File: src/hw/rtl/asofj_pkg.sv
// Package with the shared types and constants of the as-of join lookup block.
`timescale 1ns / 1ps

package asofj_pkg;

    localparam int SYMBOL_W   = 32;
    localparam int STAMP_W    = 64;
    localparam int QTY_W      = 32;
    localparam int PRODUCT_W  = 64;
    localparam int ACTION_W   = 2;
    localparam int STATUS_W   = 2;
    localparam int IN_DATA_W  = SYMBOL_W + STAMP_W + QTY_W;
    localparam int OUT_DATA_W = 2 * STAMP_W + 3 * QTY_W + PRODUCT_W;

    localparam int FIFO_DEPTH = 2;
    localparam int FIFO_PTR_W = 1;
    localparam int FIFO_CNT_W = 2;

    typedef enum logic [ACTION_W-1:0] {
        CMD_CLEAR  = 2'd0,
        CMD_INSERT = 2'd1,
        CMD_QUERY  = 2'd2,
        CMD_IGNORE = 2'd3
    } cmd_kind_t;

    typedef enum logic [STATUS_W-1:0] {
        STAT_DONE     = 2'd0,
        STAT_DROPPED  = 2'd1,
        STAT_MATCH    = 2'd2,
        STAT_NO_MATCH = 2'd3
    } status_t;

    typedef enum logic [1:0] {
        BK_IDLE,
        BK_SCAN,
        BK_MUL,
        BK_RESP
    } back_state_t;

    typedef struct packed {
        cmd_kind_t           kind;
        logic [SYMBOL_W-1:0] symbol;
        logic [STAMP_W-1:0]  stamp;
        logic [QTY_W-1:0]    quantity;
    } cmd_t;

    typedef struct packed {
        logic [SYMBOL_W-1:0] symbol;
        logic [STAMP_W-1:0]  stamp;
        logic [QTY_W-1:0]    price;
    } record_t;

    typedef struct packed {
        status_t              status;
        logic [STAMP_W-1:0]   match_stamp;
        logic [QTY_W-1:0]     match_price;
        logic [STAMP_W-1:0]   order_stamp;
        logic [SYMBOL_W-1:0]  order_symbol;
        logic [QTY_W-1:0]     order_amount;
        logic [PRODUCT_W-1:0] total_value;
    } result_t;

endpackage

File: src/hw/rtl/asofj_front.sv
// Input stage that accepts transactions, decodes the action and hands commands on.
`timescale 1ns / 1ps

module asofj_front
(
    input  logic                              clk,
    input  logic                              rst_n,
    input  logic                              in_valid,
    output logic                              in_ready,
    input  logic [asofj_pkg::ACTION_W-1:0]    in_action,
    input  logic [asofj_pkg::IN_DATA_W-1:0]   in_data,
    output logic                              push_valid,
    input  logic                              push_ready,
    output asofj_pkg::cmd_t                   push_data
);

    import asofj_pkg::*;

    logic      hold_valid_reg;
    logic      hold_valid_next;
    cmd_t      hold_reg;
    cmd_t      hold_next;
    cmd_kind_t kind;

    always_comb
    begin
        case (in_action)
            CMD_CLEAR:  kind = CMD_CLEAR;
            CMD_INSERT: kind = CMD_INSERT;
            CMD_QUERY:  kind = CMD_QUERY;
            default:    kind = CMD_IGNORE;
        endcase
    end

    assign in_ready   = !hold_valid_reg || push_ready;
    assign push_valid = hold_valid_reg;
    assign push_data  = hold_reg;

    always_comb
    begin
        hold_next       = hold_reg;
        hold_valid_next = hold_valid_reg;
        if (in_valid && in_ready)
        begin
            hold_next.kind     = kind;
            hold_next.symbol   = in_data[SYMBOL_W-1:0];
            hold_next.stamp    = in_data[SYMBOL_W+STAMP_W-1:SYMBOL_W];
            hold_next.quantity = in_data[IN_DATA_W-1:SYMBOL_W+STAMP_W];
            hold_valid_next    = 1'b1;
        end
        else if (push_ready)
        begin
            hold_valid_next = 1'b0;
        end
    end

    always_ff @(posedge clk or negedge rst_n)
    begin
        if (!rst_n)
        begin
            hold_valid_reg <= 1'b0;
        end
        else
        begin
            hold_valid_reg <= hold_valid_next;
        end
    end

    always_ff @(posedge clk)
    begin
        hold_reg <= hold_next;
    end

endmodule

File: config.mk
export PLATFORM = sky130hd
export DESIGN_NAME = asofj_front
export DESIGN_NICKNAME = d
export VERILOG_FILES = /design/src/hw/rtl/asofj_pkg.sv /design/src/hw/rtl/asofj_front.sv
export SDC_FILE = /design/constraint.sdc
export NUM_CORES = 1
export LEC_CHECK = 0
export ABC_AREA = 1
export BUFFER_PORTS_ARGS = -buffer_cell sky130_fd_sc_hd__buf_2
export CAP_MARGIN = 20
export CORE_MARGIN = 2
export CORE_UTILIZATION = 38
export DETAILED_ROUTE_END_ITERATION = 12
export PLACE_DENSITY = 0.74
export SYNTH_ARGS = -nofsm -noshare
export SYNTH_HDL_FRONTEND = slang
export SYNTH_SLANG_ARGS = --single-unit
File: constraint.sdc
create_clock -name clk -period 11.95 [get_ports clk]
set_input_delay 0.5975 -clock clk [delete_from_list [all_inputs] [get_ports clk]]
set_output_delay 0.5975 -clock clk [all_outputs]
set_load 0.005 [all_outputs]
## Yosys cells after proc, flatten, opt, wreduce, memory -nomap -nowiden

Cells that the tools add are included.

- Output and inout bits: 132
- Memories: 0
- Register bits after elaboration: 131
- Latch bits: 0
- Input bits: 134
- Memory bits (read-only): 0
- Memory bits (writable): 0
- Word-level logic and storage cells: 15

- Bitwise gates (word level): 0
- Shift operators: 0
- Reductions and logical operators: 5
- Div/mod/pow operators: 0
- Multiply operators: 0
- Equal/unequal tests: 2
- $add $sub $neg: 0
- Muxes and demuxes: 3
- Magnitude comparators: 0

Operators by type and width:

| operator | count |
|---|---|
| $pmux W2 S3 | 1 |
| $eq A2 B1 Y1 const B | 1 |
| $eq A2 B2 Y1 const B | 1 |
| $logic_not A2 Y1 | 1 |
| $mux W1 | 2 |
| $reduce_bool A2 Y1 | 1 |
| $logic_and A1 B1 Y1 | 1 |
| $logic_not A1 Y1 | 1 |
| $logic_or A1 B1 Y1 | 1 |

## Logic depth before layout (Yosys ltp)

Gate-level depths: netlist (run 1).

- Depth after elaboration: 4
- Depth in mapped cells: 3
- Mapped depth without buffers: 3

## Worst setup path after synthesis (run 1)

Ideal clock, no wire load.

- Path type: input to register
- Start: input in_valid
- End: register hold_reg (netlist bit push_data[0]), enable pin
- Setup time: 0.662 ns
- Data required time: 11.288 ns
- Buffers on the path: 0
- Stages: 2
- Arrival: 6.898 ns
- Slack: 4.390 ns
- Cell sequence: inv_1 > a21oi_1

- Cells in the longest elaborated chain, start to end: 1

Ends and longest elaborated chain:

| what | line | text |
|---|---|---|
| start, declared | asofj_front.sv:8 | `input logic in_valid,` |
| $logic_and A1 B1 Y1 | asofj_front.sv:43 | `if (in_valid && in_ready)` |
| end signal, assigned | asofj_front.sv:71 | `hold_reg <= hold_next;` |
| end, declared | asofj_front.sv:21 | `cmd_t hold_reg;` |

No other way between the ends.
A chain may end at the register's enable or synchronous reset.

## Final worst setup path (run 1)

- Start: register hold_valid_reg (netlist: push_valid)
- End: output in_ready

- Cells in the longest elaborated chain, start to end: 2

Ends and longest elaborated chain:

| what | line | text |
|---|---|---|
| start, declared | asofj_front.sv:19 | `logic hold_valid_reg;` |
| start signal, assigned | asofj_front.sv:65 | `hold_valid_reg <= hold_valid_next;` |
| $logic_not A1 Y1 | asofj_front.sv:35 | `assign in_ready = !hold_valid_reg \|\| push_ready;` |
| $logic_or A1 B1 Y1 | asofj_front.sv:35 |  |
| end, declared | asofj_front.sv:9 | `output logic in_ready,` |

No other way between the ends.

==> impl_metrics.csv, run 1 <==
group,metric,value,unit
outcome,status,"finished, final reports clean",
power_and_ir_drop,seq_power_share,0.500,
setup_path,cp_num_buf_inv,1,
routing,route.detailed.drc,0,
routing,ant_nets,0,
global_route,antenna_found_initial,1,
clock_network,cts_tree,"built",
die,initial_core_util,0.387,
die,rows,37,
die,num_io_pins,266,
finish,drive_gt1_frac,0.676,
clock_network,numCtsBuffers,17,
finish,final_cell_mix,"265 x buf_2, 130 x edfxtp_1, 16 x clkbuf_16",
setup_path,worstSetupPathType,"flip-flop to primary output",
finish,syn2layout_area_growth,52.8,%
power_and_ir_drop,switchingPower,205,uW
setup_path,start_kind,"flip-flop",
setup_path,arrival,1120,ps
synthesis,synth.avg_cell_area,28.7,um2
power_and_ir_drop,p_leak,0.00259,uW
synthesis,yosys_warnings,0,
clock_network,clk_latency,500,ps
global_route,grt_overflow_total,0,
sta,setup_violations,0,
sta,rsz0062_at_grt,"false",
placement,io_buffers,265,
global_route,grt_pass1_vias,2360,
synthesis,ys_seq_area_frac,0.993,
sta,tns,0,ps
setup_path,critical_path_required,11350,ps
hold_path,hold_class,"primary input to flip-flop",
sta,max_slew_margin,0.462,
routing,vias_per_cell,4.15,
power_and_ir_drop,p_int,880,uW
setup_path,crit_chain,"nand2_1 -> buf_2",
power_and_ir_drop,pwr-share-clk,0.444,
placement,dpl.hpwl,6.37,mm
synthesis,synth_area,3960,um2
clock_network,post_cts_buffers,0,
global_route,grt.total_usage,0.149,
die,die_x,106,um
clock_network,htreeDepth,4,
clock_network,clock_path_buffers,2,
routing,routedWlPerCell,14.8,um
sta,maxClockFrequency,0.581,GHz
synthesis,synthCells,138,
setup_path,crit_slowest_cell,"dfrtp_1",
routing,vias,2367,
die,die_h,106,um
synthesis,synth-seq-cells,131,
routing,drt-initial-drc-count,96,
power_and_ir_drop,power,1090,uW
clock_network,cts_root_buf,"clkbuf_8",
finish,fin_nets,557,
synthesis,synth_cell_types,6,
placement,pre_cts_slack,10010,ps
power_and_ir_drop,swShare,0.189,
synthesis,syn_nets,272,
finish,diodes,0,
sta,period_minus_slack,1720,ps
finish,utilization,0.591,
power_and_ir_drop,power_frac_comb,0.056,
setup_path,slowest_delay,420,ps
clock_network,cts.sink_count,131,
sta,maxSlewViolCount,0,
setup_path,worst_setup_path_end_kind,"primary output",
sta,tightest_slew,806,ps
sta,hold_viol_final,0,
placement,place_congestion,0.738,
sta,period_share,0.144,
routing,dr.pass1.iters,4,
setup_path,cp_max_fo,3,
setup_path,crit_family,"flip-flops",
global_route,grt_pass1_wl,11.9,mm
clock_network,clk_pin_slew,60,ps
power_and_ir_drop,powerDensity,180,nW/um2
global_route,grt_max_degree,69,
job,cap_viol_max_count,0,
sta,setup_slack,10230,ps
sta,skew,7.39,ps
setup_path,rrSetupSlack,10300,ps
die,die-area,11200,um2
power_and_ir_drop,peakVddDrop,0.0991,mV
routing,drt_wl_total,8.43,mm
die,core,10200,um2
finish,layout_commonest_cell,"buf_2",
## synth_stat cells
library cell / instances / area share
dfrtp_1: 1 / 0.0063
clkbuf_1: 2 / 0.0019
a21oi_1: 1 / 0.0013
inv_1: 2 / 0.0019
edfxtp_1: 130 / 0.99
nand2_1: 2 / 0.0019
## power groups by stage
stage / Sequential (uW) / Clock [uW] / Combinational, uW
final: 543 / 482 / 61.0
after global routing: 545 / 516 / 67.1
after CTS: 543 / 494 / 62.3
after detailed placement: 552 / 0 / 61.8
after global placement: 551 / 0 / 60.4
after floorplan: 562 / 0 / 8.68
## what timing repair did
action / in CTS / in global routing
endpoints found under the hold margin: 1 / 0
hold buffers: 1 / 0
endpoints found under the setup margin: 0 / 0
gates resized for setup: 0 / 0
## cells by family (layout without fill, tap and decap cells)
kind of cell,Yosys count,count (layout),share of synthesized area
compound gates,1,1,0.00126
flops,131,131,0.993
buf+inv,4,301,0.00380
simple gates,2,2,0.00190
## worst reg2reg max path: stages (launching register included)
cell and delay (ps):
dfrtp_1 420, a21oi_4 170, buf_4 640
## metrics by stage
| step | cells | hold slack (ps) | cell area (um2) |
|---|---|---|---|
| final | 571 | 264 | 6040 |
| after global routing | 571 | 229 | 6040 |
| after CTS | 571 | 237 | 6040 |
| after detailed placement | 539 | 384 | 5470 |
| after global placement | 539 | 385 | 5470 |
| after floorplan | 138 | 302 | 3960 |
## sequential cells by signal, summed over array words and instances (netlist names)
| register | flops |
|---|---|
| push_valid | 1 |
| push_data | 130 |
## metal layers
layer  track usage  wire length (um)  part of all wire
met5             0                13            0.0015
met4        0.0771               176             0.021
met3        0.0773               954              0.11
met2         0.246              4250              0.50
met1         0.155              3030              0.36
## path summary, 6_finish.rpt
path                       cells past startpoint                        to              startpoint
min                                            1  push_data[105]$_DFFE_PP_              in_data[9]
max reg2reg                                    2   push_data[60]$_DFFE_PP_  push_valid$_DFFE_PN0P_
max                                            2                  in_ready  push_valid$_DFFE_PN0P_
min in group asynchronous                      2    push_valid$_DFFE_PN0P_                   rst_n
min reg2reg                                    2    push_valid$_DFFE_PN0P_  push_valid$_DFFE_PN0P_
max in group asynchronous                      2    push_valid$_DFFE_PN0P_                   rst_n
## cell type report
class	instances	area, um2
fillers	793	4190
clock inverters	12	140
inverters	2	7.51
well taps	136	170
repair buffers	268	1350
clock buffers	19	422
multi-input cells	3	23.8
flip-flops and latches	131	3930
Power figures use the tool's default switching activity.
==> run 2: changes to the inputs <==
clock period = 1.6 ns   (was 11.95 ns; I/O delays follow)
==> run 2 against run 1 <==
The run now fails in clock tree synthesis (4_1_cts). Synthesized area unchanged. Synthesized cell count unchanged.
==> impl_metrics.csv, run 2 <==
group,metric,value,unit
synthesis,synth_cell_types,6,
clock_network,htreeDepth,4,
die,die_x,106,um
synthesis,synth_edf_count,130,
synthesis,yosys_warnings,0,
synthesis,synthTopCellsByCount,"130 x edfxtp_1, 2 x clkbuf_1, 2 x inv_1, 2 x nand2_1",
clock_network,cts-resized-gates,0,
clock_network,post_cts_buffers,0,
clock_network,cts.sink_count,131,
synthesis,syn_nets,272,
outcome,toolErrorMsg,"[ERROR RSZ-0060] Max buffer count reached.",
synthesis,synth_area,3960,um2
synthesis,yosysTopAreaCellShare,0.987,
synthesis,synth_largest_area_cell,"edfxtp_1",
clock_network,numCtsBuffers,17,
synthesis,synth_area_leaders,"edfxtp_1 99%, dfrtp_1 0.63%, clkbuf_1 0.19%",
outcome,outcome.stop_stage,"clock tree synthesis (4_1_cts)",
die,num_io_pins,266,
die,rows,37,
clock_network,cts_hold_buffers,115,
synthesis,synthCells,138,
clock_network,cts_root_buf,"clkbuf_8",
placement,place_congestion,0.697,
synthesis,synth_most_common_cell,"edfxtp_1",
outcome,status,"did not finish",
synthesis,synth-main-ff-cell,"edfxtp_1",
synthesis,ys_seq_area_frac,0.993,
clock_network,clock_path_buffers,2,
synthesis,ys_async_sr_fraction,0.00763,
placement,dpl.hpwl,6.30,mm
synthesis,synth.avg_cell_area,28.7,um2
placement,io_buffers,265,
die,initial_core_util,0.387,
die,die_h,106,um
synthesis,synth-seq-cells,131,
-- run 2: logic make-up after synthesis --
kind of cell | count (synthesis) | share of synthesized area
buf+inv | 4 | 0.00380
compound gates | 1 | 0.00126
flops | 131 | 0.993
simple gates | 2 | 0.00190
-- run 2: through the flow --
stage | worst slack [ps] | std cells | TNS [ps] | cell area [um2] | hold slack [ps]
floorplan | -1420 | 138 | -183990 | 3970 | -216
global placement | 282 | 539 | 0 | 5500 | -145
detailed placement | 240 | 539 | 0 | 5500 | -142
==> run 3: changes to the inputs <==
CORE_UTILIZATION = 23   (was 38)
PLACE_DENSITY = default   (was 0.74)
PLACE_DENSITY_LB_ADDON = 0.15   (was default)
==> run 3 against run 2 <==
The run again fails in clock tree synthesis (4_1_cts). Synthesized cell count is the same. Synthesized area unchanged.
==> impl_metrics.csv, run 3 <==
group,metric,value,unit
outcome,status,"did not finish",
outcome,outcome.stop_stage,"clock tree synthesis (4_1_cts)",
outcome,toolErrorMsg,"[ERROR RSZ-0060] Max buffer count reached.",
placement,dpl.hpwl,7.60,mm
placement,pre_cts_slack,240,ps
placement,io_buffers,265,
synthesis,syn_nets,272,
clock_network,cts.sink_count,131,
synthesis,ys_seq_area_frac,0.993,
synthesis,yosysTopAreaCellShare,0.987,
clock_network,cts_root_buf,"clkbuf_16",
synthesis,yosys_warnings,0,
clock_network,numCtsBuffers,17,
synthesis,synth_cell_types,6,
placement,place_congestion,0.731,
synthesis,synthCells,138,
die,die_x,135,um
synthesis,synth_area,3960,um2
synthesis,synth_largest_area_cell,"edfxtp_1",
synthesis,synth_most_common_cell,"edfxtp_1",
clock_network,cts_hold_buffers,132,
synthesis,ys_async_sr_fraction,0.00763,
die,num_io_pins,266,
synthesis,synth-seq-cells,131,
die,die_h,135,um
synthesis,synth.avg_cell_area,28.7,um2
clock_network,post_cts_buffers,0,
clock_network,cts-resized-gates,0,
synthesis,synth-main-ff-cell,"edfxtp_1",
synthesis,synthTopCellsByCount,"130 x edfxtp_1, 2 x clkbuf_1, 2 x inv_1, 2 x nand2_1",
synthesis,synth_edf_count,130,
synthesis,synth_area_leaders,"edfxtp_1 99%, dfrtp_1 0.63%, clkbuf_1 0.19%",
clock_network,clock_path_buffers,2,
die,rows,47,
die,initial_core_util,0.237,
placement,place_area,5600,um2
clock_network,htreeDepth,4,
==> run 3: cell counts after synthesis <==
Identical to the previous run, type by type.
==> run 3: logic make-up after synthesis <==
| logic type | Yosys count | synth area share |
|---|---|---|
| DFF | 131 | 0.993 |
| and+or+nand+nor | 2 | 0.00190 |
| AOI/OAI and AO/OA | 1 | 0.00126 |
| buffers and inverters | 4 | 0.00380 |
==> run 3: through the flow <==
stage,std cells,utilization
floorplan,138,-
global placement,623,0.335
detailed placement,623,0.335
