## src/hw/rtl/asofj_pkg.sv

```systemverilog
// Package with the shared types and constants of the as-of join lookup block.
`timescale 1ns / 1ps

package asofj_pkg;

    localparam int SYMBOL_W   = 32;
    localparam int STAMP_W    = 64;
    localparam int QTY_W      = 32;
    localparam int PRODUCT_W  = 64;
    localparam int ACTION_W   = 2;
    localparam int STATUS_W   = 2;
    localparam int IN_DATA_W  = SYMBOL_W + STAMP_W + QTY_W;
    localparam int OUT_DATA_W = 2 * STAMP_W + 3 * QTY_W + PRODUCT_W;

    localparam int FIFO_DEPTH = 2;
    localparam int FIFO_PTR_W = 1;
    localparam int FIFO_CNT_W = 2;

    typedef enum logic [ACTION_W-1:0] {
        CMD_CLEAR  = 2'd0,
        CMD_INSERT = 2'd1,
        CMD_QUERY  = 2'd2,
        CMD_IGNORE = 2'd3
    } cmd_kind_t;

    typedef enum logic [STATUS_W-1:0] {
        STAT_DONE     = 2'd0,
        STAT_DROPPED  = 2'd1,
        STAT_MATCH    = 2'd2,
        STAT_NO_MATCH = 2'd3
    } status_t;

    typedef enum logic [1:0] {
        BK_IDLE,
        BK_SCAN,
        BK_MUL,
        BK_RESP
    } back_state_t;

    typedef struct packed {
        cmd_kind_t           kind;
        logic [SYMBOL_W-1:0] symbol;
        logic [STAMP_W-1:0]  stamp;
        logic [QTY_W-1:0]    quantity;
    } cmd_t;

    typedef struct packed {
        logic [SYMBOL_W-1:0] symbol;
        logic [STAMP_W-1:0]  stamp;
        logic [QTY_W-1:0]    price;
    } record_t;

    typedef struct packed {
        status_t              status;
        logic [STAMP_W-1:0]   match_stamp;
        logic [QTY_W-1:0]     match_price;
        logic [STAMP_W-1:0]   order_stamp;
        logic [SYMBOL_W-1:0]  order_symbol;
        logic [QTY_W-1:0]     order_amount;
        logic [PRODUCT_W-1:0] total_value;
    } result_t;

endpackage

```

## src/hw/rtl/asofj_cmd_fifo.sv

```systemverilog
// Short command queue between the input stage and the table engine.
`timescale 1ns / 1ps

module asofj_cmd_fifo
(
    input  logic            clk,
    input  logic            rst_n,
    input  logic            push_valid,
    output logic            push_ready,
    input  asofj_pkg::cmd_t push_data,
    output logic            pop_valid,
    input  logic            pop_ready,
    output asofj_pkg::cmd_t pop_data
);

    import asofj_pkg::*;

    cmd_t                  entries_reg [FIFO_DEPTH];
    logic [FIFO_PTR_W-1:0] wr_ptr_reg;
    logic [FIFO_PTR_W-1:0] rd_ptr_reg;
    logic [FIFO_CNT_W-1:0] fill_reg;
    logic                  do_push;
    logic                  do_pop;

    assign push_ready = (fill_reg != FIFO_CNT_W'(FIFO_DEPTH));
    assign pop_valid  = (fill_reg != '0);
    assign pop_data   = entries_reg[rd_ptr_reg];
    assign do_push    = push_valid && push_ready;
    assign do_pop     = pop_valid && pop_ready;

    always_ff @(posedge clk or negedge rst_n)
    begin
        if (!rst_n)
        begin
            wr_ptr_reg <= '0;
            rd_ptr_reg <= '0;
            fill_reg   <= '0;
        end
        else
        begin
            if (do_push)
            begin
                wr_ptr_reg <= wr_ptr_reg + 1'b1;
            end
            if (do_pop)
            begin
                rd_ptr_reg <= rd_ptr_reg + 1'b1;
            end
            if (do_push && !do_pop)
            begin
                fill_reg <= fill_reg + 1'b1;
            end
            else if (do_pop && !do_push)
            begin
                fill_reg <= fill_reg - 1'b1;
            end
        end
    end

    always_ff @(posedge clk)
    begin
        if (do_push)
        begin
            entries_reg[wr_ptr_reg] <= push_data;
        end
    end

endmodule

```

## config.mk

```make
export PLATFORM = sky130hd
export DESIGN_NAME = asofj_cmd_fifo
export DESIGN_NICKNAME = d
export VERILOG_FILES = /design/src/hw/rtl/asofj_pkg.sv /design/src/hw/rtl/asofj_cmd_fifo.sv
export SDC_FILE = /design/constraint.sdc
export NUM_CORES = 1
export LEC_CHECK = 0
export ABC_AREA = 1
export BUFFER_PORTS_ARGS = -buffer_cell sky130_fd_sc_hd__buf_2
export CAP_MARGIN = 0
export CORE_ASPECT_RATIO = 1.5
export CORE_MARGIN = 2
export CORE_UTILIZATION = 51
export DETAILED_ROUTE_END_ITERATION = 7
export GPL_ROUTABILITY_DRIVEN = 0
export PLACE_DENSITY = 0.79
export SLEW_MARGIN = 10
export SYNTH_ARGS = -nofsm -noshare
export SYNTH_HDL_FRONTEND = slang
export SYNTH_SLANG_ARGS = --single-unit
```

## constraint.sdc

```tcl
create_clock -name clk -period 8.6 [get_ports clk]
set_clock_uncertainty 0.1 [all_clocks]
set_input_delay 2.15 -clock clk [delete_from_list [all_inputs] [get_ports clk]]
set_output_delay 2.15 -clock clk [all_outputs]
set_load 0.005 [all_outputs]
```

-- Word-level counts from Yosys, hierarchy flattened
Memory sizes are Yosys's and may differ from the RTL's.
Cells that the tools add are included.
- equal/unequal tests: 1
- $add $sub $neg: 4
- muxes and demuxes: 4
- reductions and logical operators: 8
- operators with widths (operator ; number):
    logical AND 1 bit ; 4
    two-way mux 2 bit ; 2
    nonzero test 2 bit ; 2
    adder 1 bit (second input constant) ; 2
    adder 2 x 1 -> 2 bit (second input constant) ; 1
    zero test 1 bit ; 2
    two-way mux 1 bit ; 2
    != test 2 bit (second input constant) ; 1
    subtractor 2 x 1 -> 2 bit (second input constant) ; 1
- register bits: 4
- output and inout port bits: 132
- memories kept: 1
- bits in writable memories: 260
- word-level logic and storage cells: 21
- input bits: 134
- memories (memory ; depth ; width ; read ports ; clocked after Yosys merged registers in ; wr ports ; RTL line ; source):
    entries_reg ; 2 ; 130 ; 1 ; 0 ; 1 ; asofj_cmd_fifo.sv:18 ; cmd_t entries_reg [FIFO_DEPTH];

-- Depth between registers and ports, before layout
Gate-level depths: netlist (run 1).
- word-level depth: 6
- depth in mapped cells: 10

-- Worst setup path after synthesis (run 1)
No wires, ideal clock.
- path type: in2reg
- start point: in push_valid
- end point: mem entries_reg[0][0] (netlist name), enable pin
- path slack: 220 ps
- data arrival time: 7659 ps
- library setup time: 621 ps
- stages: 2
- path through: nand2_1 > nor2_1
- word-level cells in the longest chain between the ends: 3
- ends and longest elaborated chain (what ; RTL line ; source):
    start: declaration ; asofj_cmd_fifo.sv:8 ; input logic push_valid,
    logical AND 1 bit ; asofj_cmd_fifo.sv:28 ; assign do_push = push_valid && push_ready;
    two-way mux 1 bit ; asofj_cmd_fifo.sv:62 ; if (do_push)
    two-way mux 1 bit (not written as such) ; asofj_cmd_fifo.sv:64 ; entries_reg[wr_ptr_reg] <= push_data;
    end: declaration ; asofj_cmd_fifo.sv:18 ;
Every way passes these cells.

==> metrics.md, run 1 <==
| Metric | Value |
|---|---|
| Outcome | completed |
| HPWL Detailed | 12.8 mm |
| Core region area | approximately 19000 um2 |
| Final hold slack | 0.396 ns |
| Cells resized by post-CTS repair | 0 |
| Total track usage | 0.194 |
| GRT overflow | 0 |
| CTS tree | built |
| LEAKAGE | 5.17 nW |
| Register area share after synthesis | 0.815 |
| WL per Instance | between 15 and 20 um |
| Most common cell after layout, fill and taps aside | nand2_1 |
| Starting Density | 0.521 |
| CP Launch Type | register |
| Largest net degree at the start of global routing | 79 |
| CP Capture Type | output port |
| Number of DRC markers in iteration 0 | approximately 510 |
| Post-synthesis compound-gate area fraction | 0 |
| Relative slew margins | 0.312 |
| TNS Setup | 0 ns |
| Clock Sinks | ~260 |
| CP Class | reg -> out |
| Post-synthesis cell area | 9700 um2 |
| FILL cells | 1401 |
| Mapped Nets | around 840 |
| CP max stage delay | between 0.7 and 0.8 ns |
| I/O Buffers | between 200 and 300 |
| Mapped Cells | a little over 700 |
| H-tree levels | 1 |
| Clock root buffer | clkbuf_16 |
| Worst path most repeated cell | nand2_1 |
| Arr. time, crit path | 2.98 ns |
| Vias in the first global route | about 6000 |
| Hold Path Class | reg -> reg |
| # IOs | approximately 270 |
| Fraction of the mapped netlist area in adder cells | 0.00129 |
| Die area | between 20000 and 25000 um2 |
| DRC violations left | 0 |
| Final core occ | 0.643 |
| Row count | 61 |
| Initial antenna violation count | 10 |
| Fraction of layout cells with a size suffix above 1 | 0.312 |
| Final Hold Fails | 0 |
| Routed wire length | between 15 and 20 mm |
| Clk buf depth | 3 |
| VDD IR max | around 0.00028 V |
| RSZ-0062 raised after global routing | no |
| DR pass1 iterations | 5 |
| Die Height | between 150 and 200 um |
| Max Cap Viol | 0 |
| Fmax | between 150 and 200 MHz |
| Synthesis-to-finish area growth | 23.4% |
| Worst-path fanout max | just under 80 |
| Simple-Gate Fraction of Synth Area | 0.157 |
| Xor-xnor portion of the synthesized cell area | 0.00181 |
| Synth cell types | 14 |
| Syn Area/Cell | ~14 um2 |
| Avg Vias per Cell | around 4.9 |
| Multi-input gate area | approximately 1600 um2 |
| Skew-Pair Late Insertion Delay | ~0.5 ns |
| Sequential Area | 7910 um2 |
| Seq cells post-synth | approximately 260 |
| Max FFs per register | 260 |
| Worst-margin pin slew | roughly 1.0 ns |
| Fin crit share | 0.608 |
| Antenna viol nets, final | 0 |
| Min Clock Period, post-route | ~5.2 ns |
| Mux cell area share after synthesis | 0 |
| # nets final | 1111 |
| Final setup violation count | 0 |
| Clock-pin slew of the registers on the worst-case setup and hold paths | 0.06 ns |
| Hold bufs inserted after CTS | 0 |
| Chip Width | 117 um |
| Dominant combinational cell family by area after synthesis | simple AND/OR/NAND/NOR gates |
| Cts bufs inserted | 24 |
| First-pass GRT wire length | a little over 30 mm |
| Critical-path top delay cell | dfrtp_4 |
| CP Data Required Time | roughly 6.4 ns |
| Commonest non-fill, non-tap cells in the layout | nand2_1, buf_2, edfxtp_1 |
| Synth warn | 0 |
| Vias | 6117 |
| CP Cell Sequence | inv_4, buf_4, nand2_1, nand2_1, buf_2 |
| Post-CTS Setup Bufs | 0 |
| Max-slew violations | 0 |
| Pwr/cell area | ~330 nW/um2 |
## per-stage QoR
stage / instances / worst slack [ns] / total power, W / instance area, um2
6_report: 1253 / 3.37 / 0.00401 / 12000
5_1_grt: 1251 / 3.12 / 0.00426 / 12000
4_1_cts: 1246 / 3.30 / 0.00405 / 12000
3_5_place_dp: 1202 / 3.85 / 0.00304 / 11200
3_3_place_gp: 1202 / 3.89 / 0.00300 / 11200
2_1_floorplan: 708 / 0.220 / 0.00259 / 9700
## power breakdown
part           switching, W  internal (W)
logic              0.000715      0.000398
registers          0.000117       0.00176
clock network      0.000426      0.000587
total               0.00126       0.00275
## cells by family (layout without fill, tap and decap cells)
kind of cell / Yosys count / count (layout)
DFF: 264 / 264
other: 0 / 7
and+or+nand+nor: 405 / 405
xor gates and xnor gates: 2 / 2
adders and majority gates: 1 / 1
buffers and inverters: 36 / 322
## worst paths after layout
check	cells after the start	to	startpoint	slack [ns]
max	5	pop_data[82]	rd_ptr_reg	3.37
min	1	fill_reg[0]	fill_reg[0]	0.40
max reg2reg	4	rd_ptr_reg	rd_ptr_reg	6.12
min reg2reg	1	fill_reg[0]	fill_reg[0]	0.40
max in group asynchronous	1	rd_ptr_reg	rst_n	6.92
min in group asynchronous	1	fill_reg[1]	rst_n	1.34
## cell type report
class                           count  share of cell area
Sequential cell                   264               0.661
Multi-Input combinational cell    408               0.131
Timing Repair Buffer              271               0.115
Clock buffer                       34              0.0576
Tap cell                          252              0.0263
Clock inverter                     10             0.00596
Inverter                            7             0.00240
Antenna cell                        7             0.00146
## critical path: cells and delay by family (launching register included)
family	cells	cell delay, ns
buffers and inverters	3	1.40
and+or+nand+nor	2	0.22
DFF	1	0.75
## metal layers
| metal | vias to the layer above | global-route usage | wire length (um) |
|---|---|---|---|
| met3 | 63 | 0.0494 | 1490 |
| met4 | 6 | 0.0848 | 806 |
| li1 | 2930 | - | - |
| met5 | - | 0 | 39 |
| met1 | 2863 | 0.227 | 7200 |
| met2 | 255 | 0.334 | 10300 |
## cell usage after synthesis
cell type / number / share of area
xor2_1: 1 / 0.00090
buf_6: 10 / 0.012
buf_4: 2 / 0.0015
xnor2_1: 1 / 0.00090
inv_1: 6 / 0.0023
nand2_1: 400 / 0.15
nand4_1: 1 / 0.00065
nand3_1: 2 / 0.0010
dfrtp_1: 4 / 0.010
nor2_1: 2 / 0.00077
edfxtp_1: 260 / 0.80
buf_2: 17 / 0.0088
ha_1: 1 / 0.0013
inv_4: 1 / 0.00065
Power figures use the tool's default switching activity.
==> run 2: changes to the inputs <==
==> constraint.sdc (replaced) <==
create_clock -name clk -period 5.5 [get_ports clk]
set_clock_uncertainty 0.1 [all_clocks]
set_input_delay 1.375 -clock clk [delete_from_list [all_inputs] [get_ports clk]]
set_output_delay 1.375 -clock clk [all_outputs]
set_load 0.005 [all_outputs]
==> metrics.md, run 2 (synthesis results as in run 1) <==
| Metric | Value |
|---|---|
| # nets final | 1112 (+0.090%) |
| CTS tree | built |
| Cell count of the worst reg-to-reg path | 5 (+1) |
| Vias in the first global route | 6091 (-1.1%) |
| Hold Path Class | reg -> reg |
| Design Area, Final | 12000 um2 (about the same) |
| Pwr Total | 0.00625 W (+56%) |
| Clock Sinks | 264 (unchanged) |
| DR pass1 iterations | 4 (-1) |
| Outcome | completed |
| CP Class | reg -> out |
| Total track usage | 0.192 (-0.00191) |
| Clock-pin slew of the registers on the worst-case setup and hold paths | 0.06 ns (about the same) |
| Fin crit share | 0.743 |
| Chip Width | 117 um (unchanged) |
| Setup crit start | rd_ptr_reg |
| Worst-path fanout max | 74 (-5.1%) |
| Vias | 6117 (unchanged) |
| RSZ-0062 raised after global routing | no |
| CP Data Required Time | 4.03 ns (-2.32 ns) |
| Final Hold Fails | 0 (unchanged) |
| Max Cap Viol | 0 (unchanged) |
| Setup WS pre-CTS | 1.88 ns (-1.97 ns) |
| Arr. time, crit path | 2.61 ns (-0.37 ns) |
| Fmax | approximately 240 MHz |
| First-pass GRT wire length | 29.9 mm (-1.5%) |
| Min Clock Period, post-route | slightly above 4 ns |
| Start of the worst register-to-register path | fill_reg[0] |
| RR Endpoint | entries_reg[1][117] |
| LEAKAGE | 5.16 nW (-0.20%) |
| Core region area | 18600 um2 (unchanged) |
| Clk buf depth | 3 (unchanged) |
| Number of DRC markers in iteration 0 | 477 (-7.0%) |
| Commonest non-fill, non-tap cells in the layout | nand2_1, buf_2, edfxtp_1 |
| Post-route setup slack | 1.41 ns (-1.96 ns) |
| Antenna viol nets, final | 0 (unchanged) |
| WL per Instance | 15.8 um (-0.23%) |
| # IOs | 266 (unchanged) |
| Pwr/cell area | 522 nW/um2 (+56%) |
| CP Capture Type | output port |
| Relative slew margins | 0.257 (-0.0549) |
| Initial antenna violation count | 11 (+1) |
| Worst-margin pin slew | 1.11 ns (+0.0824 ns) |
| Largest net degree at the start of global routing | 84 (+6.3%) |
| GRT overflow | 0 (unchanged) |
| I/O Buffers | 265 (unchanged) |
| Die Height | 173 um (unchanged) |
| Routed wire length | 19.8 mm (-0.23%) |
| Cts bufs inserted | 24 (unchanged) |
| DRC violations left | 0 (unchanged) |
| Row count | 61 (unchanged) |
| Cells resized by post-CTS repair | 0 (unchanged) |
| Die area | 20200 um2 (unchanged) |
| CP Launch Type | register |
| DP Area | 11200 um2 (+0.18%) |
| H-tree levels | 1 (unchanged) |
| Capture point of the worst path | pop_data[98] |
| Max-slew violations | 0 (unchanged) |
| Max FFs per register | 260 (unchanged) |
| Skew-Pair Late Insertion Delay | 0.50 ns (about the same) |
| Hold bufs inserted after CTS | 0 (unchanged) |
| Most common cell after layout, fill and taps aside | nand2_1 |
| Fraction of layout cells with a size suffix above 1 | 0.307 (-0.00472) |
| Starting Density | 0.521 (unchanged) |
| Post-CTS Setup Bufs | 0 (unchanged) |
| VDD IR max | 0.000372 V (+30%) |
| Avg Vias per Cell | 4.88 (unchanged) |
| Final setup violation count | 0 (unchanged) |
| Clock root buffer | clkbuf_16 |
| R2R setup slack | 3.06 ns (-3.06 ns) |
| Synthesis-to-finish area growth | 23.5% (about the same) |
| FILL cells | 1450 (+3.5%) |
| HPWL Detailed | 13.0 mm (+1.3%) |
==> run 2: cell types whose count changed in the layout (fill, tap and decap cells not counted), sizes merged <==
cell	change
buf	+1
clkinv	-4
clkbuf	+1
diode	+1
bufinv	+1
==> run 2: report_power, final <==
group / switching (W) / leakage (nW) / internal, W
sequential: 0.000158 / 2.47 / 0.00275
clock: 0.000650 / 0.361 / 0.000926
combinational: 0.00113 / 2.34 / 0.000631
total: 0.00194 / 5.16 / 0.00431
==> run 2: how the worst min path moves through the flow <==
| stage | endpoint | slack (ns) | startpoint | cells past startpoint |
|---|---|---|---|---|
| after global placement | fill_reg[1] | 0.38 | fill_reg[1] | 2 |
| after detailed placement | fill_reg[0] | 0.39 | fill_reg[0] | 1 |
| after CTS | fill_reg[0] | 0.40 | fill_reg[0] | 1 |
| after global routing | fill_reg[0] | 0.41 | fill_reg[0] | 1 |
| final | fill_reg[0] | 0.40 | fill_reg[0] | 1 |
| after floorplan | fill_reg[1] | 0.36 | fill_reg[1] | 2 |
==> run 2: critical path: stages, from the launching register on <==
cell and delay [ns]:
dfrtp_4 0.69, inv_4 0.63, buf_4 0.43, nand2_1 0.09, nand2_1 0.07, buf_2 0.13
==> run 2: area by class of cell <==
cell class / count / area, um2 / share of cell area
Clock inverter: 7 / 81.3 / 0.00679
Tap cell: 252 / 315 / 0.0263
Inverter: 7 / 28.8 / 0.00240
Antenna cell: 8 / 20.0 / 0.00167
Timing Repair Buffer: 272 / 1390 / 0.116
Clock buffer: 35 / 663 / 0.0553
Multi-Input combinational cell: 408 / 1570 / 0.131
Sequential cell: 264 / 7910 / 0.660
==> run 2: routing by layer <==
metal  part of all wire  GRT usage  up-vias
met2               0.53      0.337      238
met4              0.041     0.0936        6
met3              0.069     0.0435       58
met5             0.0022          0        -
met1               0.36      0.217     2881
li1                   -          -     2934
==> run 2: through the flow <==
step	utilization	hold WS (ns)	TNS, ns	instances
3_5_place_dp	0.602	0.390	0	1203
6_report	0.643	0.402	0	1253
4_1_cts	0.642	0.404	0	1245
5_1_grt	0.643	0.412	0	1251
2_1_floorplan	-	0.362	-547.34	708
3_3_place_gp	0.602	0.380	0	1203
==> run 3: changes to the inputs <==
--- a/config.mk
+++ b/config.mk
@@ -10,10 +10,10 @@
 export CAP_MARGIN = 0
 export CORE_ASPECT_RATIO = 1.5
 export CORE_MARGIN = 2
-export CORE_UTILIZATION = 51
+export CORE_UTILIZATION = 47
 export DETAILED_ROUTE_END_ITERATION = 7
 export GPL_ROUTABILITY_DRIVEN = 0
-export PLACE_DENSITY = 0.79
+export PLACE_DENSITY = 0.77
 export SLEW_MARGIN = 10
 export SYNTH_ARGS = -nofsm -noshare
 export SYNTH_HDL_FRONTEND = slang
==> constraint.sdc (replaced) <==
create_clock -name clk -period 3.35 [get_ports clk]
set_clock_uncertainty 0.1 [all_clocks]
set_input_delay 0.8375 -clock clk [delete_from_list [all_inputs] [get_ports clk]]
set_output_delay 0.8375 -clock clk [all_outputs]
set_load 0.005 [all_outputs]
==> metrics.md, run 3 (synthesis results as in run 1) <==
| Metric | Value |
|---|---|
| H-tree levels | 1 (unchanged) |
| First-pass GRT wire length | 30.1 mm (+0.76%) |
| Clock Sinks | 264 (unchanged) |
| Cts bufs inserted | 23 (-4.2%) |
| Starting Density | 0.477 (-0.0440) |
| HPWL Detailed | 12.8 mm (-1.5%) |
| Number of DRC markers in iteration 0 | 350 (-27%) |
| Fin crit share | 0.857 |
| Fmax | around 350 MHz |
| Clk buf depth | 3 (unchanged) |
| TNS Setup | 0 ns (unchanged) |
| Synthesis-to-finish area growth | 25.4% |
| LEAKAGE | 5.23 nW (+1.4%) |
| Hold Path Class | in -> async |
| Routed wire length | 19.7 mm (-0.91%) |
| Avg Vias per Cell | 4.77 (-2.2%) |
| Setup WS pre-CTS | 0.943 ns (-0.939 ns) |
| Pwr/cell area | 872 nW/um2 (+67%) |
| Worst-margin pin slew | 0.659 ns (-0.456 ns) |
| Final setup violation count | 0 (unchanged) |
| CP Data Required Time | 2.41 ns (-1.62 ns) |
| Cells resized by post-CTS repair | 0 (unchanged) |
| Core region area | 20300 um2 (+9.2%) |
| Clock root buffer | clkbuf_16 |
| Antenna viol nets, final | 0 (unchanged) |
| Die Height | 180 um (+4.1%) |
| Die area | 21800 um2 (+8.3%) |
| DP Cell Count | 1217 (+1.2%) |
| # IOs | 266 (unchanged) |
| Relative slew margins | 0.560 (+0.303) |
| DRC violations left | 0 (unchanged) |
| Row count | 64 (+4.9%) |
| Initial antenna violation count | 7 (-4) |
| Clock-pin slew of the registers on the worst-case setup and hold paths | 0.06 ns (about the same) |
| Max FFs per register | 260 (unchanged) |
| Vias | 6029 (-1.4%) |
| # nets final | 1113 (+0.090%) |
| Outcome | completed |
| Chip Width | 121 um (+4.0%) |
| Skew-Pair Late Insertion Delay | 0.50 ns (about the same) |
| Largest net degree at the start of global routing | 132 (+57%) |
| Max-slew violations | 0 (unchanged) |
| Total track usage | 0.176 (-0.0157) |
| GRT overflow | 0 (unchanged) |
| WL per Instance | 15.6 um (-1.7%) |
| CP Class | reg -> out |
| Final Hold Fails | 0 (unchanged) |
| Hold bufs inserted after CTS | 0 (unchanged) |
| Post-route setup slack | 0.478 ns (-0.936 ns) |
| Max Cap Viol | 0 (unchanged) |
| Commonest non-fill, non-tap cells in the layout | nand2_1, buf_2, edfxtp_1 |
| I/O Buffers | 265 (unchanged) |
| Fraction of layout cells with a size suffix above 1 | 0.315 (+0.00806) |
| RSZ-0062 raised after global routing | no |
| Final core occ | 0.598 (-0.0450) |
| DR pass1 iterations | 5 (+1) |
| CTS tree | built |
| Vias in the first global route | 6230 (+2.3%) |
| Min Clock Period, post-route | ~2.9 ns |
| Arr. time, crit path | 1.93 ns (-0.68 ns) |
| Post-CTS Setup Bufs | 0 (unchanged) |
| CP Launch Type | register |
| Worst-path fanout max | 53 (-28%) |
| VDD IR max | 0.000512 V (+38%) |
| Finished Layout Cells | 1263 (+0.80%) |
| Most common cell after layout, fill and taps aside | nand2_1 |
| CP Capture Type | output port |
==> run 3: cell types whose count changed in the layout (fill, tap and decap cells not counted), moves of 2 or more <==
cell       delta
buf_4         -4
clkbuf_16     -2
diode_2       -2
clkbuf_1      -9
clkinv_1      +2
inv_6         +2
buf_12        +6
bufinv_16     +4
==> run 3: metrics by stage <==
stage / power, W / cell area, um2 / hold slack [ns]
floorplan: 0.00653 / 9740 / 0.362
global placement: 0.00782 / 11300 / 0.386
detailed placement: 0.00790 / 11300 / 0.401
CTS: 0.0107 / 12200 / 0.0196
global route: 0.0112 / 12200 / 0.0168
finish: 0.0106 / 12200 / 0.0325
==> run 3: per-layer routing <==
metal / vias to the layer above / GRT usage / share of wire
li1: 2925 / - / -
met1: 2810 / 0.185 / 0.34
met2: 232 / 0.329 / 0.54
met3: 60 / 0.0346 / 0.072
met4: 2 / 0.0874 / 0.044
met5: - / 0 / 0.00081
==> run 3: power by group <==
group / leakage [nW] / total, W / switching [W] / internal [W]
combinational: 2.37 / 0.00310 / 0.00198 / 0.00112
sequential: 2.47 / 0.00468 / 0.000172 / 0.00451
clock: 0.395 / 0.00284 / 0.00112 / 0.00172
total: 5.23 / 0.0106 / 0.00326 / 0.00735
==> run 3: worst max-delay path: stages (launching register included) <==
cell	delay [ns]
dfrtp_4	0.50
inv_4	0.32
buf_12	0.29
nand2_1	0.10
nand2_1	0.08
buf_2	0.11
==> run 3: area by class of cell <==
cell class | instances | area, um2
fillers | 1618 | 8170
flip-flops and latches | 264 | 7910
multi-input cells | 408 | 1590
repair buffers | 274 | 1480
clock buffers | 24 | 579
well taps | 264 | 330
clock inverters | 16 | 238
inverters | 7 | 28.8
diodes | 6 | 15.0
==> run 3: worst paths after layout <==
kind | from | endpoint | slack (ns) | cells after the start
max | rd_ptr_reg | pop_data[35] | 0.48 | 5
min | rst_n | wr_ptr_reg | 0.03 | 1
max reg2reg | fill_reg[0] | entries_reg[1][63] | 1.27 | 5
min reg2reg | fill_reg[1] | fill_reg[1] | 0.41 | 2
max in group asynchronous | rst_n | rd_ptr_reg | 2.97 | 1
min in group clk | fill_reg[1] | fill_reg[1] | 0.41 | 2
